## src/rtl/csnd_pkg.sv

```systemverilog
// Shared types, constants and codes for the chunked ARQ sender core.
package csnd_pkg;

  // Default geometry of the message split
  localparam int MAX_CHUNKS_DEF  = 32;
  localparam int CHUNK_BYTES_DEF = 20;

  // Fixed field widths
  localparam int SEQ_W   = 6;
  localparam int LEN_W   = 10;
  localparam int COUNT_W = 5;

  // Configuration port
  localparam int PADDR_W = 3;
  localparam int PDATA_W = 32;
  localparam logic REG_MESSAGE_LENGTH = 1'b0;

  // Event opcodes
  localparam logic [1:0] OP_START   = 2'd0;
  localparam logic [1:0] OP_ACK     = 2'd1;
  localparam logic [1:0] OP_TIMEOUT = 2'd2;

  typedef struct packed {
    logic [1:0]       opcode;
    logic [SEQ_W-1:0] ack_seq;
  } in_item_t;

  typedef struct packed {
    logic [SEQ_W-1:0]   chunk_seq;
    logic [LEN_W-1:0]   byte_offset;
    logic [COUNT_W-1:0] byte_count;
    logic               done_frame;
    logic               is_resend;
    logic               last;
  } out_item_t;

  typedef enum logic [2:0] {
    ST_IDLE,
    ST_DECODE,
    ST_RESEND,
    ST_NEXT,
    ST_SCAN,
    ST_SEND,
    ST_DONE
  } state_t;

  typedef enum logic [1:0] {
    EMIT_RESEND,
    EMIT_CHUNK,
    EMIT_DONE
  } emit_kind_t;

  // Controller to datapath
  typedef struct packed {
    logic       take_event;
    logic       start_xfer;
    logic       mark_ack;
    logic       ptr_reset;
    logic       ptr_inc;
    logic       next_from_ptr;
    logic       next_inc;
    logic       go_idle;
    logic       emit;
    emit_kind_t kind;
  } ctrl_cmd_t;

  // Datapath to controller
  typedef struct packed {
    logic [1:0] opcode;
    logic       active;
    logic       ack_in_range;
    logic       ptr_past;
    logic       ptr_acked;
    logic       next_scan;
    logic       out_free;
  } dp_status_t;

endpackage

```

## src/rtl/csnd_ctrl.sv

```systemverilog
// Controller state machine of the chunked ARQ sender core.
module csnd_ctrl
  import csnd_pkg::*;
(
  input  logic       clk,
  input  logic       rst,
  input  logic       in_valid,
  output logic       in_ready,
  input  dp_status_t status,
  output ctrl_cmd_t  cmd
);

  state_t state, state_next;

  // State register
  always_ff @(posedge clk) begin
    if (rst) begin
      state <= ST_IDLE;
    end else begin
      state <= state_next;
    end
  end

  // Next state and commands
  always_comb begin
    state_next = state;
    cmd        = '0;
    cmd.kind   = EMIT_CHUNK;
    in_ready   = 1'b0;
    unique case (state)
      ST_IDLE: begin
        in_ready = 1'b1;
        if (in_valid) begin
          cmd.take_event = 1'b1;
          state_next     = ST_DECODE;
        end
      end
      ST_DECODE: begin
        if (status.opcode == OP_START) begin
          cmd.start_xfer = 1'b1;
          state_next     = ST_NEXT;
        end else if (status.opcode == OP_ACK && status.active) begin
          cmd.mark_ack = status.ack_in_range;
          state_next   = ST_NEXT;
        end else if (status.opcode == OP_TIMEOUT && status.active) begin
          cmd.ptr_reset = 1'b1;
          state_next    = ST_RESEND;
        end else begin
          // idle-time ack/timeout and the unused code give no transfer
          state_next = ST_IDLE;
        end
      end
      ST_RESEND: begin
        if (status.ptr_past) begin
          state_next = ST_NEXT;
        end else if (status.ptr_acked) begin
          cmd.ptr_inc = 1'b1;
        end else if (status.out_free) begin
          cmd.emit    = 1'b1;
          cmd.kind    = EMIT_RESEND;
          cmd.ptr_inc = 1'b1;
        end
      end
      ST_NEXT: begin
        if (status.next_scan) begin
          cmd.ptr_reset = 1'b1;
          state_next    = ST_SCAN;
        end else begin
          state_next = ST_SEND;
        end
      end
      ST_SCAN: begin
        if (status.ptr_past) begin
          state_next = ST_DONE;
        end else if (status.ptr_acked) begin
          cmd.ptr_inc = 1'b1;
        end else begin
          cmd.next_from_ptr = 1'b1;
          state_next        = ST_SEND;
        end
      end
      ST_SEND: begin
        if (status.out_free) begin
          cmd.emit     = 1'b1;
          cmd.kind     = EMIT_CHUNK;
          cmd.next_inc = 1'b1;
          state_next   = ST_IDLE;
        end
      end
      ST_DONE: begin
        if (status.out_free) begin
          cmd.emit    = 1'b1;
          cmd.kind    = EMIT_DONE;
          cmd.go_idle = 1'b1;
          state_next  = ST_IDLE;
        end
      end
      default: begin
        state_next = ST_IDLE;
      end
    endcase
  end

endmodule

```

## src/rtl/csnd_datapath.sv

```systemverilog
// Datapath of the chunked ARQ sender core: registers, bitmap, descriptor build.
module csnd_datapath
  import csnd_pkg::*;
#(
  parameter int MAX_CHUNKS  = MAX_CHUNKS_DEF,
  parameter int CHUNK_BYTES = CHUNK_BYTES_DEF
) (
  input  logic               clk,
  input  logic               rst,
  input  logic               psel,
  input  logic               penable,
  input  logic               pwrite,
  input  logic [PADDR_W-1:0] paddr,
  input  logic [PDATA_W-1:0] pwdata,
  output logic [PDATA_W-1:0] prdata,
  input  in_item_t           in_data,
  output logic               out_valid,
  input  logic               out_ready,
  output out_item_t          out_data,
  input  ctrl_cmd_t          cmd,
  output dp_status_t         status
);

  localparam int MAP_IW      = (MAX_CHUNKS > 1) ? $clog2(MAX_CHUNKS) : 1;
  localparam int PTR_W       = SEQ_W + 1;
  localparam int CW          = $clog2(CHUNK_BYTES + 1);
  localparam int OFF_W       = SEQ_W + CW;
  localparam int CMP_W       = (OFF_W > LEN_W) ? OFF_W : LEN_W;
  localparam int RSH         = 20;
  localparam int RECIP_W     = RSH + 1;
  localparam int PROD_W      = LEN_W + RECIP_W;
  localparam logic [RECIP_W-1:0] RECIP =
    RECIP_W'(((2 ** RSH) + CHUNK_BYTES - 1) / CHUNK_BYTES);
  localparam logic [CW-1:0]      CHUNK_C = CW'(CHUNK_BYTES);
  localparam logic [LEN_W:0]     MAX_C   = (LEN_W + 1)'(MAX_CHUNKS);

  logic [LEN_W-1:0]      message_length;
  logic [SEQ_W-1:0]      chunk_total;
  logic [MAX_CHUNKS-1:0] acked_map;
  logic [SEQ_W-1:0]      next_seq;
  logic                  active;
  logic [PTR_W-1:0]      ptr;
  logic [1:0]            ev_opcode;
  logic [SEQ_W-1:0]      ev_ack;

  // Configuration write and read-back
  always_ff @(posedge clk) begin
    if (rst) begin
      message_length <= '0;
    end else if (psel && penable && pwrite && paddr[2] == REG_MESSAGE_LENGTH) begin
      message_length <= pwdata[LEN_W-1:0];
    end
  end

  assign prdata = (paddr[2] == REG_MESSAGE_LENGTH) ?
                  PDATA_W'(message_length) : '0;

  // Chunk count: length over chunk size by reciprocal, plus one, saturated
  logic [PROD_W-1:0] quot_prod;
  logic [LEN_W:0]    total_raw;

  assign quot_prod = PROD_W'(message_length) * PROD_W'(RECIP);
  assign total_raw = (LEN_W + 1)'(quot_prod[RSH +: LEN_W]) + 1'b1;

  always_ff @(posedge clk) begin
    if (rst) begin
      chunk_total <= SEQ_W'(1);
    end else begin
      chunk_total <= (total_raw > MAX_C) ? SEQ_W'(MAX_CHUNKS) : total_raw[SEQ_W-1:0];
    end
  end

  // Latched event
  always_ff @(posedge clk) begin
    if (cmd.take_event) begin
      ev_opcode <= in_data.opcode;
      ev_ack    <= in_data.ack_seq;
    end
  end

  // Transfer state: bitmap, next sequence, active flag
  logic [MAP_IW-1:0] ack_idx;
  logic [MAP_IW-1:0] ptr_idx;

  assign ack_idx = MAP_IW'(ev_ack - 1'b1);
  assign ptr_idx = MAP_IW'(ptr - 1'b1);

  always_ff @(posedge clk) begin
    if (rst) begin
      acked_map <= '0;
      next_seq  <= SEQ_W'(1);
      active    <= 1'b0;
    end else begin
      if (cmd.start_xfer) begin
        acked_map <= '0;
        next_seq  <= SEQ_W'(1);
        active    <= 1'b1;
      end
      if (cmd.mark_ack) begin
        acked_map[ack_idx] <= 1'b1;
      end
      if (cmd.next_from_ptr) begin
        next_seq <= ptr[SEQ_W-1:0];
      end
      if (cmd.next_inc) begin
        next_seq <= next_seq + 1'b1;
      end
      if (cmd.go_idle) begin
        active <= 1'b0;
      end
    end
  end

  // Scan pointer, one chunk a cycle, held while a resend waits on a stalled output
  always_ff @(posedge clk) begin
    if (cmd.ptr_reset) begin
      ptr <= PTR_W'(1);
    end else if (cmd.ptr_inc) begin
      ptr <= ptr + 1'b1;
    end
  end

  // Status to the controller
  always_comb begin
    status.opcode       = ev_opcode;
    status.active       = active;
    status.ack_in_range = (ev_ack != '0) && (ev_ack <= chunk_total);
    status.ptr_past     = ptr > PTR_W'(chunk_total);
    status.ptr_acked    = acked_map[ptr_idx];
    status.next_scan    = (next_seq == '0) || (next_seq > chunk_total);
    status.out_free     = !out_valid || out_ready;
  end

  // Descriptor of the chunk at the selected sequence
  logic [SEQ_W-1:0] seq_sel;
  logic [OFF_W-1:0] offset;
  logic [CMP_W-1:0] remain;
  logic [CMP_W-1:0] count_full;

  assign seq_sel = (cmd.kind == EMIT_RESEND) ? ptr[SEQ_W-1:0] : next_seq;
  assign offset  = OFF_W'(seq_sel - 1'b1) * OFF_W'(CHUNK_C);

  always_comb begin
    remain = CMP_W'(message_length) - CMP_W'(offset);
    if (CMP_W'(message_length) > CMP_W'(offset)) begin
      count_full = (remain > CMP_W'(CHUNK_C)) ? CMP_W'(CHUNK_C) : remain;
    end else begin
      count_full = '0;
    end
  end

  // Output register
  always_ff @(posedge clk) begin
    if (rst) begin
      out_valid <= 1'b0;
    end else if (cmd.emit) begin
      out_valid <= 1'b1;
    end else if (out_ready) begin
      out_valid <= 1'b0;
    end
  end

  always_ff @(posedge clk) begin
    if (cmd.emit) begin
      out_data.chunk_seq <= seq_sel;
      out_data.is_resend <= (cmd.kind == EMIT_RESEND);
      out_data.last      <= (cmd.kind != EMIT_RESEND);
      if (cmd.kind == EMIT_DONE) begin
        out_data.byte_offset <= '0;
        out_data.byte_count  <= '0;
        out_data.done_frame  <= 1'b1;
      end else begin
        out_data.byte_offset <= offset[LEN_W-1:0];
        out_data.byte_count  <= count_full[COUNT_W-1:0];
        out_data.done_frame  <= 1'b0;
      end
    end
  end

endmodule

```

## src/rtl/chunked_arq_sender_core.sv

```systemverilog
// Top level of the chunked ARQ sender core: controller, datapath, checks.
//
//  channel   direction  handshake                 payload
//  in        input      in_valid / in_ready       in_data   (opcode, ack_seq)
//  out       output     out_valid / out_ready     out_data  (descriptor)
//  cfg       input      psel/penable/pwrite       paddr, pwdata -> prdata
//
// An ack or start event passes through accept, decode, next-chunk check and
// send; a rewind adds a bitmap scan, which ends in a done frame if all are acked.
// A timeout walks every chunk up to the chunk count, one per cycle, emitting
// a resend for each unacknowledged one, then does the same as an ack.
// Reset (rst, synchronous) clears the bitmap, sets the next sequence to one
// and leaves the sender idle. A stalled output holds the walk in place.
module chunked_arq_sender_core
  import csnd_pkg::*;
#(
  parameter int MAX_CHUNKS  = MAX_CHUNKS_DEF,
  parameter int CHUNK_BYTES = CHUNK_BYTES_DEF
) (
  input  logic               clk,
  input  logic               rst,
  input  logic               psel,
  input  logic               penable,
  input  logic               pwrite,
  input  logic [PADDR_W-1:0] paddr,
  input  logic [PDATA_W-1:0] pwdata,
  output logic [PDATA_W-1:0] prdata,
  output logic               pready,
  input  logic               in_valid,
  output logic               in_ready,
  input  in_item_t           in_data,
  output logic               out_valid,
  input  logic               out_ready,
  output out_item_t          out_data
);

  ctrl_cmd_t  cmd;
  dp_status_t status;

  assign pready = 1'b1;

  csnd_ctrl u_ctrl (
    .clk      (clk),
    .rst      (rst),
    .in_valid (in_valid),
    .in_ready (in_ready),
    .status   (status),
    .cmd      (cmd)
  );

  csnd_datapath #(
    .MAX_CHUNKS  (MAX_CHUNKS),
    .CHUNK_BYTES (CHUNK_BYTES)
  ) u_datapath (
    .clk       (clk),
    .rst       (rst),
    .psel      (psel),
    .penable   (penable),
    .pwrite    (pwrite),
    .paddr     (paddr),
    .pwdata    (pwdata),
    .prdata    (prdata),
    .in_data   (in_data),
    .out_valid (out_valid),
    .out_ready (out_ready),
    .out_data  (out_data),
    .cmd       (cmd),
    .status    (status)
  );

`ifndef SYNTHESIS
  // An accepted event is worked on before another is taken
  a_busy_after_accept: assert property (@(posedge clk) disable iff (rst)
    in_valid && in_ready |=> !in_ready)
    else $error("input accepted while previous event still in progress");

  // Done frame is empty and closes the event
  a_done_shape: assert property (@(posedge clk) disable iff (rst)
    out_valid && out_data.done_frame |->
      out_data.last && !out_data.is_resend && out_data.byte_count == '0)
    else $error("malformed done frame");

  // Resends never close the event
  a_resend_not_last: assert property (@(posedge clk) disable iff (rst)
    out_valid && out_data.is_resend |-> !out_data.last)
    else $error("resend marked as final transfer of event");
`endif

endmodule
```

## config.mk

```make
export PLATFORM = sky130hd
export DESIGN_NAME = chunked_arq_sender_core
export DESIGN_NICKNAME = d
export VERILOG_FILES = /design/src/rtl/csnd_pkg.sv /design/src/rtl/csnd_ctrl.sv /design/src/rtl/csnd_datapath.sv /design/src/rtl/chunked_arq_sender_core.sv
export SDC_FILE = /design/constraint.sdc
export NUM_CORES = 1
export LEC_CHECK = 0
export ABC_AREA = 1
export BUFFER_PORTS_ARGS = -buffer_cell sky130_fd_sc_hd__clkbuf_2
export CORE_MARGIN = 4
export CORE_UTILIZATION = 54
export DETAILED_ROUTE_END_ITERATION = 7
export HOLD_SLACK_MARGIN = 0.02
export PLACE_DENSITY = 0.86
export SETUP_SLACK_MARGIN = 0.4
export SYNTH_ARGS = -nofsm -noshare
export SYNTH_HDL_FRONTEND = slang
export SYNTH_SLANG_ARGS = --single-unit
export TNS_END_PERCENT = 5
```

## constraint.sdc

```tcl
create_clock -name clk -period 5.1 [get_ports clk]
set_clock_uncertainty 0.15 [all_clocks]
set_input_delay 1.02 -clock clk [delete_from_list [all_inputs] [get_ports clk]]
set_output_delay 1.02 -clock clk [all_outputs]
set_load 0.03 [all_outputs]
```

==> results.sh, run 1 <==
export IMPL_status="completed"
export IMPL_cts_num_sinks=96
export IMPL_maxSlewViolCount=0
export IMPL_ys_async_sr_fraction=0
export IMPL_holdWs_ns=0.316
export IMPL_critPathSlowestCell="fa_2"
export IMPL_ys_flop_type="dfxtp_1"
export IMPL_syn_inst=1184
export IMPL_die_area_um2=17900
export IMPL_clockBufferDepth=2
export IMPL_grt_pass1_vias=7569
export IMPL_yosysWarningCount=0
export IMPL_first_pass_iters=5
export IMPL_yosys_top_cells_area="ha_1, dfxtp_1, nand2_1"
export IMPL_path_class="flip-flop to flip-flop"
export IMPL_netlist_top_cell_by_area="ha_1"
export IMPL_numCtsBuffers=9
export IMPL_path_buf_inv=5
export IMPL_antenna_cells=0
export IMPL_grt_ovfl_total=0
export IMPL_crit_family="adder cells"
export IMPL_grt_max_degree=32
export IMPL_relSlewSlack=0.305
export IMPL_post_drt_wl_per_cell_um=15.0
export IMPL_layout_drive_gt1_share=0.184
export IMPL_drt_wl_total_mm=22.4
export IMPL_hp_class="flip-flop to flip-flop"
export IMPL_antenna_found_initial=0
export IMPL_initial_utilization=0.556
export IMPL_boundaryPins=109
export IMPL_via_per_inst=5.45
export IMPL_drtAntennaViolNets=0
export IMPL_cpMostUsedCell="nand2_2"
export IMPL_grt_pass1_wl_mm=34.7
export IMPL_worstMarginPinSlew_ns=1.03
export IMPL_worstPathRequired_ns=5.24
export IMPL_rows=45
export IMPL_setup_viol=0
export IMPL_cts_tree="done"
export IMPL_ir_drop_mv=0.345
export IMPL_cp_start_kind="flip-flop"
export IMPL_setup_slack_ns=0.0595
export IMPL_hold_viol_final=0
export IMPL_finalCritPeriodShare=0.988
export IMPL_drt_iter0_markers=652
export IMPL_synth_enable_flop_cells=30
export IMPL_insertion_delay_ns=0.35
export IMPL_syn_area_um2=8540
export IMPL_max_freq_mhz=198
export IMPL_drc_errors=0
export IMPL_p_leak_nw=5.19
export IMPL_root_buffer="clkbuf_16"
export IMPL_maxCapViolCount=0
export IMPL_seq_area_frac_synth=0.260
export IMPL_worstPathArrival_ns=5.18
export IMPL_grt_setup_unrepaired="true"
export IMPL_fin_nets=1470
export IMPL_power_density_nw_per_um2=492
export IMPL_fin_crit_ns=5.04
export IMPL_globalRouteTotalUtil=0.235
export IMPL_cp_max_fo=3
export IMPL_slowest_delay_ns=0.58
export IMPL_gp_congestion=0.894
export IMPL_avgSynthCellArea_um2=7.22
export IMPL_cts_clk_slew_worst_paths_ns=0.07
export IMPL_htree_levels=3
export IMPL_die_h_um=134
export IMPL_dieWidth_um=134
export IMPL_pre_cts_slack_ns=-0.0166
export IMPL_area_delta_synth_final_pct=17.1
export IMPL_core_um2=15400
export IMPL_hold_buffers=0
export IMPL_synth_top_area_frac=0.157
export IMPL_end_kind="flip-flop"
export IMPL_ys_seq_elements=96
export IMPL_vias=8163
export IMPL_ys_types=49
export IMPL_io_buffers=59
export IMPL_dp_hpwl_mm=15.7
cells in the final DEF, fill, tap and decap left out, drive strengths merged, types with 18 or more instances in the layout:
master / instances
buf: 46
nand2: 290
nand4: 18
conb: 25
nor2: 121
dfxtp: 66
inv: 226
a21oi: 73
clkbuf: 70
fa: 32
nand3: 65
edfxtp: 30
o21ai: 48
ha: 107
logic make-up after synthesis:
| family | share of synthesized area |
|---|---|
| simple gates | 0.259 |
| xor+xnor | 0.0195 |
| buf+inv | 0.134 |
| compound gates | 0.0948 |
| fa+ha+maj | 0.232 |
| flops | 0.260 |
| other cells | 0.000879 |
power breakdown:
| group | total, mW | switching (mW) | leakage, nW | internal [mW] |
|---|---|---|---|---|
| registers | 1.06 | 0.0788 | 0.815 | 0.983 |
| clock network | 0.745 | 0.304 | 0.166 | 0.441 |
| logic | 3.12 | 1.98 | 4.21 | 1.14 |
cell usage after synthesis (3+ instances only):
| library cell | instances |
|---|---|
| nand2_1 | 278 |
| inv_1 | 218 |
| nor2_1 | 115 |
| ha_1 | 107 |
| a21oi_1 | 73 |
| dfxtp_1 | 66 |
| nand3_1 | 63 |
| o21ai_0 | 36 |
| fa_1 | 32 |
| edfxtp_1 | 30 |
| buf_4 | 26 |
| nand4_1 | 18 |
| nor3_1 | 14 |
| o21ai_1 | 11 |
| xor2_1 | 11 |
| clkbuf_1 | 10 |
| o211ai_1 | 7 |
| o22ai_1 | 6 |
| buf_6 | 5 |
| inv_2 | 5 |
| nand2_2 | 5 |
| nand2_4 | 5 |
| a31oi_1 | 4 |
| nor2_2 | 4 |
| a22oi_1 | 3 |
| xnor2_1 | 3 |
path summary, 6_finish.rpt:
| kind | start | endpoint | slack (ns) | cells past startpoint |
|---|---|---|---|---|
| setup reg to reg | u_datapath.message_length[8]$_SDFFE_PP0P_ | u_datapath.chunk_total[2]$_SDFF_PP0_ | 0.06 | 26 |
| hold reg to reg | u_datapath.acked_map[3]$_SDFF_PP0_ | u_datapath.acked_map[3]$_SDFF_PP0_ | 0.32 | 2 |
| hold / removal | u_datapath.acked_map[3]$_SDFF_PP0_ | u_datapath.acked_map[3]$_SDFF_PP0_ | 0.32 | 2 |
| setup / recovery | u_datapath.message_length[8]$_SDFFE_PP0P_ | u_datapath.chunk_total[2]$_SDFF_PP0_ | 0.06 | 26 |
layout make-up:
cell class | count | area, um2
inverters | 225 | 852
clock buffers | 11 | 275
clock inverters | 5 | 57.6
flip-flops and latches | 96 | 2240
well taps | 211 | 264
multi-input cells | 844 | 5670
fillers | 1212 | 5360
repair buffers | 105 | 653
state kept, by name, summed over array words and instances (netlist names):
signal	cells
u_datapath.ev_opcode	2
u_datapath.chunk_total	6
u_datapath.next_seq	6
u_datapath.out_data	22
u_datapath.message_length	10
u_datapath.active	1
u_datapath.acked_map	32
u_ctrl.state	3
u_datapath.ptr	7
u_datapath.ev_ack	6
u_datapath.out_valid	1
worst register-to-register path, stage by stage (launching register included):
cell	delay, ns
dfxtp_2	0.34
inv_2	0.05
ha_4	0.26
inv_2	0.04
fa_2	0.58
inv_2	0.06
fa_1	0.54
inv_2	0.04
fa_1	0.44
fa_1	0.55
ha_4	0.24
nand2_2	0.10
nand2_2	0.07
a21oi_2	0.12
nor2_1	0.06
nor2_1	0.19
nand4_1	0.17
nand2_2	0.14
ha_4	0.17
inv_4	0.04
nor2_4	0.12
nand3_2	0.08
nand2_2	0.10
nand3_2	0.07
nand2_2	0.08
nand2_2	0.06
nor2_1	0.12
timing repair:
item / in CTS / in global routing
setup endpoints to repair: 11 / 11
pin swaps: 35 / 51
cloned: 0 / 1
resized for setup: 46 / 44
setup buffers: 18 / 7
per-layer routing:
layer	global-route usage	wire length (um)
met1	0.300	9140
met2	0.408	11000
met3	0.0319	1650
met4	0.0829	661
met5	0	0
stage by stage:
step / power, mW / area, um2 / setup TNS [ns] / instances / utilization
global placement: 3.64 / 9100 / 0 / 1455 / 0.592
CTS: 4.63 / 9740 / 0 / 1489 / 0.633
finish: 4.92 / 10000 / 0 / 1497 / 0.651
floorplan: 3.19 / 8680 / 0 / 1207 / -
detailed placement: 3.73 / 9100 / -0.0247 / 1455 / 0.592
global route: 5.29 / 10000 / -1.01 / 1497 / 0.651
(Power assumes the default switching activity.)
==> inputs of run 2 (changes only) <==
Settings changed: SETUP_SLACK_MARGIN 0.4 to 0.5.
==> run 2 against run 1 <==
Sequential share of layout area decreased by 0.82 points. Largest cell class unchanged. Non-clock buffer count increased by 17. Sequential power about the same. Register-to-register slack about the same. Die area unchanged.
==> results.sh, run 2 (synthesis results as in run 1) <==
export IMPL_layout_commonest_cell="nand2_1"
export IMPL_hold_buffers=0
export IMPL_status="completed"
export IMPL_power_density_nw_per_um2=527
export IMPL_grt_max_degree=32
export IMPL_max_freq_mhz=198
export IMPL_antenna_found_initial=0
export IMPL_rows=45
export IMPL_clockBufferDepth=2
export IMPL_area_delta_synth_final_pct=21.6
export IMPL_finalCritPeriodShare=0.989
export IMPL_min_from="u_datapath.acked_map[3]$_SDFF_PP0_"
export IMPL_n_fill_cell=1147
export IMPL_slowest_delay_ns=0.39
export IMPL_dp_hpwl_mm=16.2
export IMPL_layout_drive_gt1_share=0.211
export IMPL_top_regs="u_datapath.acked_map (32), u_datapath.out_data (22), u_datapath.message_length (10)"
export IMPL_grt_pass1_wl_mm=35.1
export IMPL_cp_start_kind="flip-flop"
export IMPL_hold_viol_final=0
export IMPL_htree_levels=3
export IMPL_insertion_delay_ns=0.36
export IMPL_drt_iter0_markers=1062
export IMPL_core_um2=15400
export IMPL_io_buffers=59
export IMPL_worstMarginPinSlew_ns=1.11
export IMPL_setup_tns_ns=0
export IMPL_pre_cts_slack_ns=-0.0305
export IMPL_die_area_um2=17900
export IMPL_relSlewSlack=0.255
export IMPL_placed_area_um2=9130
export IMPL_dieWidth_um=134
export IMPL_worstPathRequired_ns=5.16
export IMPL_setup_slack_ns=0.0541
export IMPL_antenna_cells=0
export IMPL_grt_pass1_vias=7726
export IMPL_place_inst=1459
export IMPL_largest_register_ffs=32
export IMPL_p_leak_nw=5.28
export IMPL_maxSlewViolCount=0
export IMPL_globalRouteTotalUtil=0.240
export IMPL_grt_setup_unrepaired="true"
export IMPL_grt_ovfl_total=0
export IMPL_hp_class="flip-flop to flip-flop"
export IMPL_numCtsBuffers=9
export IMPL_cts_clk_slew_worst_paths_ns=0.08
export IMPL_critPathSlowestCell="fa_2"
export IMPL_holdWs_ns=0.319
export IMPL_die_h_um=134
export IMPL_setup_viol=0
export IMPL_worstReg2RegStart="u_datapath.ptr[0]$_SDFFE_PP1P_"
export IMPL_cts_num_sinks=96
export IMPL_root_buffer="clkbuf_16"
export IMPL_cp_max_fo=7
export IMPL_fin_nets=1487
export IMPL_drt_wl_total_mm=24.0
export IMPL_vias=8291
export IMPL_boundaryPins=109
export IMPL_utilization=0.676
export IMPL_drtAntennaViolNets=0
export IMPL_p_total_mw=5.47
export IMPL_post_drt_wl_per_cell_um=15.9
export IMPL_gp_congestion=0.954
export IMPL_final_cell_mix="nand2_1, inv_1, nor2_1"
export IMPL_initial_utilization=0.556
export IMPL_cts_tree="done"
export IMPL_fin_cells=1514
export IMPL_first_pass_iters=5
export IMPL_maxCapViolCount=0
export IMPL_drc_errors=0
export IMPL_end_kind="flip-flop"
export IMPL_max_flop_register="u_datapath.acked_map"
export IMPL_ir_drop_mv=0.358
export IMPL_via_per_inst=5.48
export IMPL_crit_start="u_datapath.ptr[0]$_SDFFE_PP1P_"
export IMPL_cpMostUsedCell="nand2_4"
export IMPL_fin_area_um2=10400
export IMPL_worstPathArrival_ns=5.11
export IMPL_fin_crit_ns=5.05
export IMPL_path_class="flip-flop to flip-flop"
-- run 2: changes by cell type in the layout (fill, tap and decap cells not counted), sizes merged --
cell | previous run | this run
clkbuf | 70 | 72
inv | 226 | 228
clkinv | 3 | 0
buf | 46 | 62
-- run 2: final cells by class --
class                      count  area [um2]  share of cell area
inverter                     225         857              0.0825
sequential                    96        2230               0.215
timing repair buffer         122         835              0.0804
multi-input combinational    844        5840               0.562
tap                          211         264              0.0254
clock inverter                 4        58.8             0.00566
clock buffer                  12         300              0.0289
-- run 2: final timing paths --
| kind | end | slack [ns] | cells after the start |
|---|---|---|---|
| min reg2reg | u_datapath.acked_map[3]$_SDFF_PP0_ | 0.32 | 2 |
| min | u_datapath.acked_map[3]$_SDFF_PP0_ | 0.32 | 2 |
| max reg2reg | u_datapath.out_data[3]$_SDFFCE_PP0P_ | 0.05 | 32 |
| max | u_datapath.out_data[3]$_SDFFCE_PP0P_ | 0.05 | 32 |
-- run 2: power by group --
group | total, mW | internal [mW] | switching [mW]
logic | 3.60 | 1.39 | 2.21
clock network | 0.805 | 0.477 | 0.328
registers | 1.07 | 0.983 | 0.0844
total | 5.47 | 2.85 | 2.62
-- run 2: what timing repair did --
item	4_1_cts	5_1_grt
setup endpoints to repair	11	11
resized for setup	37	88
pin swaps	28	60
gates cloned	0	2
buffers inserted	11	26
hold endpoints to repair	0	0
-- run 2: routing by layer --
layer,GRT usage,part of all wire
met3,0.0334,0.071
met5,0,0
met2,0.419,0.49
met1,0.295,0.40
met4,0.105,0.039
-- run 2: critical path: cells and delay by family, from the launching register on --
kind,cells,cell delay [ns]
buf+inv,4,0.31
xor+xnor,2,0.32
fa+ha+maj,5,1.44
simple gates,20,2.22
compound gates,1,0.08
flops,1,0.36
==> inputs of run 3 (changes only) <==
--- a/config.mk
+++ b/config.mk
@@ -8,4 +8,5 @@
 export ABC_AREA = 1
 export BUFFER_PORTS_ARGS = -buffer_cell sky130_fd_sc_hd__clkbuf_2
+export CAP_MARGIN = 20
 export CORE_MARGIN = 4
 export CORE_UTILIZATION = 54
@@ -13,5 +14,4 @@
 export HOLD_SLACK_MARGIN = 0.02
 export PLACE_DENSITY = 0.86
-export SETUP_SLACK_MARGIN = 0.5
 export SYNTH_ARGS = -nofsm -noshare
 export SYNTH_HDL_FRONTEND = slang
==> constraint.sdc (replaced) <==
create_clock -name clk -period 5.1 [get_ports clk]
set_clock_uncertainty 0.15 [all_clocks]
set_input_delay 0.765 -clock clk [delete_from_list [all_inputs] [get_ports clk]]
set_output_delay 0.765 -clock clk [all_outputs]
set_load 0.03 [all_outputs]
==> run 3 against run 2 <==
The flow now finishes with violations (setup timing). Clock-buffer cell count stayed put. Global-route usage is 1.3 points lower. First-iteration DRC count is 26% lower. Flip-flop and latch count stayed put. Critical path depth is 6 lower. Non-clock buffer count is 21 lower. Sequential power hardly changed. Total power is 13% lower. Critical path type unchanged.
==> results.sh, run 3 (synthesis results as in run 1) <==
export IMPL_place_inst=1462
export IMPL_numCtsBuffers=9
export IMPL_dp_hpwl_mm=15.8
export IMPL_grt_pass1_vias=7509
export IMPL_cts_tree="done"
export IMPL_hold_viol_final=0
export IMPL_multi_input_area_um2=5630
export IMPL_layout_commonest_cell="nand2_1"
export IMPL_insertion_delay_ns=0.36
export IMPL_n_fill_cell=1200
export IMPL_globalRouteTotalUtil=0.227
export IMPL_dieWidth_um=134
export IMPL_htree_levels=3
export IMPL_via_per_inst=5.45
export IMPL_largest_register_ffs=32
export IMPL_setup_tns_ns=-0.0468
export IMPL_fin_area_um2=9890
export IMPL_final_cell_mix="nand2_1, inv_1, nor2_1"
export IMPL_pre_cts_slack_ns=-0.125
export IMPL_antenna_found_initial=0
export IMPL_boundaryPins=109
export IMPL_worstPathRequired_ns=5.16
export IMPL_worstMarginPinSlew_ns=0.935
export IMPL_setup_viol=2
export IMPL_drtAntennaViolNets=0
export IMPL_fin_crit_ns=5.13
export IMPL_root_buffer="clkbuf_16"
export IMPL_status="finished, violations left"
export IMPL_grt_pass1_wl_mm=33.7
export IMPL_first_pass_iters=6
export IMPL_core_um2=15400
export IMPL_p_total_mw=4.76
export IMPL_fin_nets=1465
export IMPL_grt_max_degree=32
export IMPL_drt_iter0_markers=787
export IMPL_grt_ovfl_total=0
export IMPL_io_buffers=59
export IMPL_die_h_um=134
export IMPL_layout_drive_gt1_share=0.178
export IMPL_regArea_um2=2230
export IMPL_initial_utilization=0.556
export IMPL_gp_congestion=0.947
export IMPL_setup_slack_ns=-0.0338
export IMPL_vias=8124
export IMPL_post_drt_wl_per_cell_um=14.8
export IMPL_worstPathArrival_ns=5.19
export IMPL_clockBufferDepth=2
export IMPL_path_class="flip-flop to flip-flop"
export IMPL_cp_max_fo=4
export IMPL_area_delta_synth_final_pct=15.7
export IMPL_ir_drop_mv=0.343
export IMPL_power_density_nw_per_um2=482
export IMPL_end_kind="flip-flop"
export IMPL_relSlewSlack=0.372
export IMPL_cts_num_sinks=96
export IMPL_drc_errors=0
export IMPL_maxSlewViolCount=0
export IMPL_max_freq_mhz=195
export IMPL_rows=45
export IMPL_max_flop_register="u_datapath.acked_map"
export IMPL_fin_cells=1491
export IMPL_antenna_cells=0
export IMPL_p_leak_nw=5.12
export IMPL_holdWs_ns=0.316
export IMPL_drt_wl_total_mm=22.1
export IMPL_top_regs="u_datapath.acked_map (32), u_datapath.out_data (22), u_datapath.message_length (10)"
export IMPL_hp_class="flip-flop to flip-flop"
export IMPL_cp_start_kind="flip-flop"
export IMPL_finalCritPeriodShare=1.01
export IMPL_utilization=0.643
export IMPL_cts_clk_slew_worst_paths_ns=0.08
export IMPL_die_area_um2=17900
export IMPL_grt_setup_unrepaired="true"
export IMPL_maxCapViolCount=0
export IMPL_violations="setup timing"
export IMPL_placed_area_um2=9100
run 3: per-layer routing:
metal / GRT usage / wire (um) / up-vias / part of all wire
met1: 0.302 / 8880 / 3748 / 0.40
met2: 0.378 / 10700 / 402 / 0.48
met3: 0.0263 / 1840 / 69 / 0.083
met4: 0.0914 / 702 / 0 / 0.032
met5: 0 / 0 / - / 0
li1: - / - / 3905 / -
run 3: area by class of cell:
class	instances	share of cell area
Clock buffer	12	0.0270
Clock inverter	3	0.00240
Inverter	225	0.0864
Multi-Input combinational cell	843	0.569
Sequential cell	96	0.226
Tap cell	211	0.0267
Timing Repair Buffer	101	0.0629
run 3: power by group:
group	leakage, nW	internal [mW]	switching [mW]
clock	0.146	0.371	0.307
sequential	0.814	0.979	0.0836
combinational	4.16	1.08	1.94
total	5.12	2.43	2.33
run 3: timing repair:
item / in CTS / in global routing
resized for setup: 12 / 84
hold buffers: 0 / 0
endpoints found under the setup margin: 5 / 11
setup buffers: 0 / 13
pin swaps: 7 / 53
run 3: final timing paths:
kind	from	cells after the start	endpoint	slack (ns)
worst max-delay path	u_datapath.message_length[8]$_SDFFE_PP0P_	26	u_datapath.chunk_total[0]$_SDFF_PP1_	-0.03
worst min-delay path	u_datapath.acked_map[3]$_SDFF_PP0_	2	u_datapath.acked_map[3]$_SDFF_PP0_	0.32
worst max register to register	u_datapath.message_length[8]$_SDFFE_PP0P_	26	u_datapath.chunk_total[0]$_SDFF_PP1_	-0.03
worst min register to register	u_datapath.acked_map[3]$_SDFF_PP0_	2	u_datapath.acked_map[3]$_SDFF_PP0_	0.32
run 3: worst max-delay path, cell delays in order (launching register included):
cell and delay [ns]:
dfxtp_4 0.38, inv_4 0.04, ha_4 0.26, inv_4 0.03, fa_2 0.57, inv_2 0.05, fa_1 0.51, inv_2 0.05
fa_1 0.54, fa_1 0.46, ha_4 0.34, nand2_4 0.07, nor2_4 0.12, nand2_2 0.07, nor3_2 0.18, nand2_1 0.08
nand3_1 0.11, nand2_2 0.08, inv_2 0.08, ha_4 0.15, nand3_4 0.07, o21ai_1 0.16, nand2_1 0.09, nand2_1 0.08
nand2_2 0.07, nand2_1 0.09, nand2_1 0.05
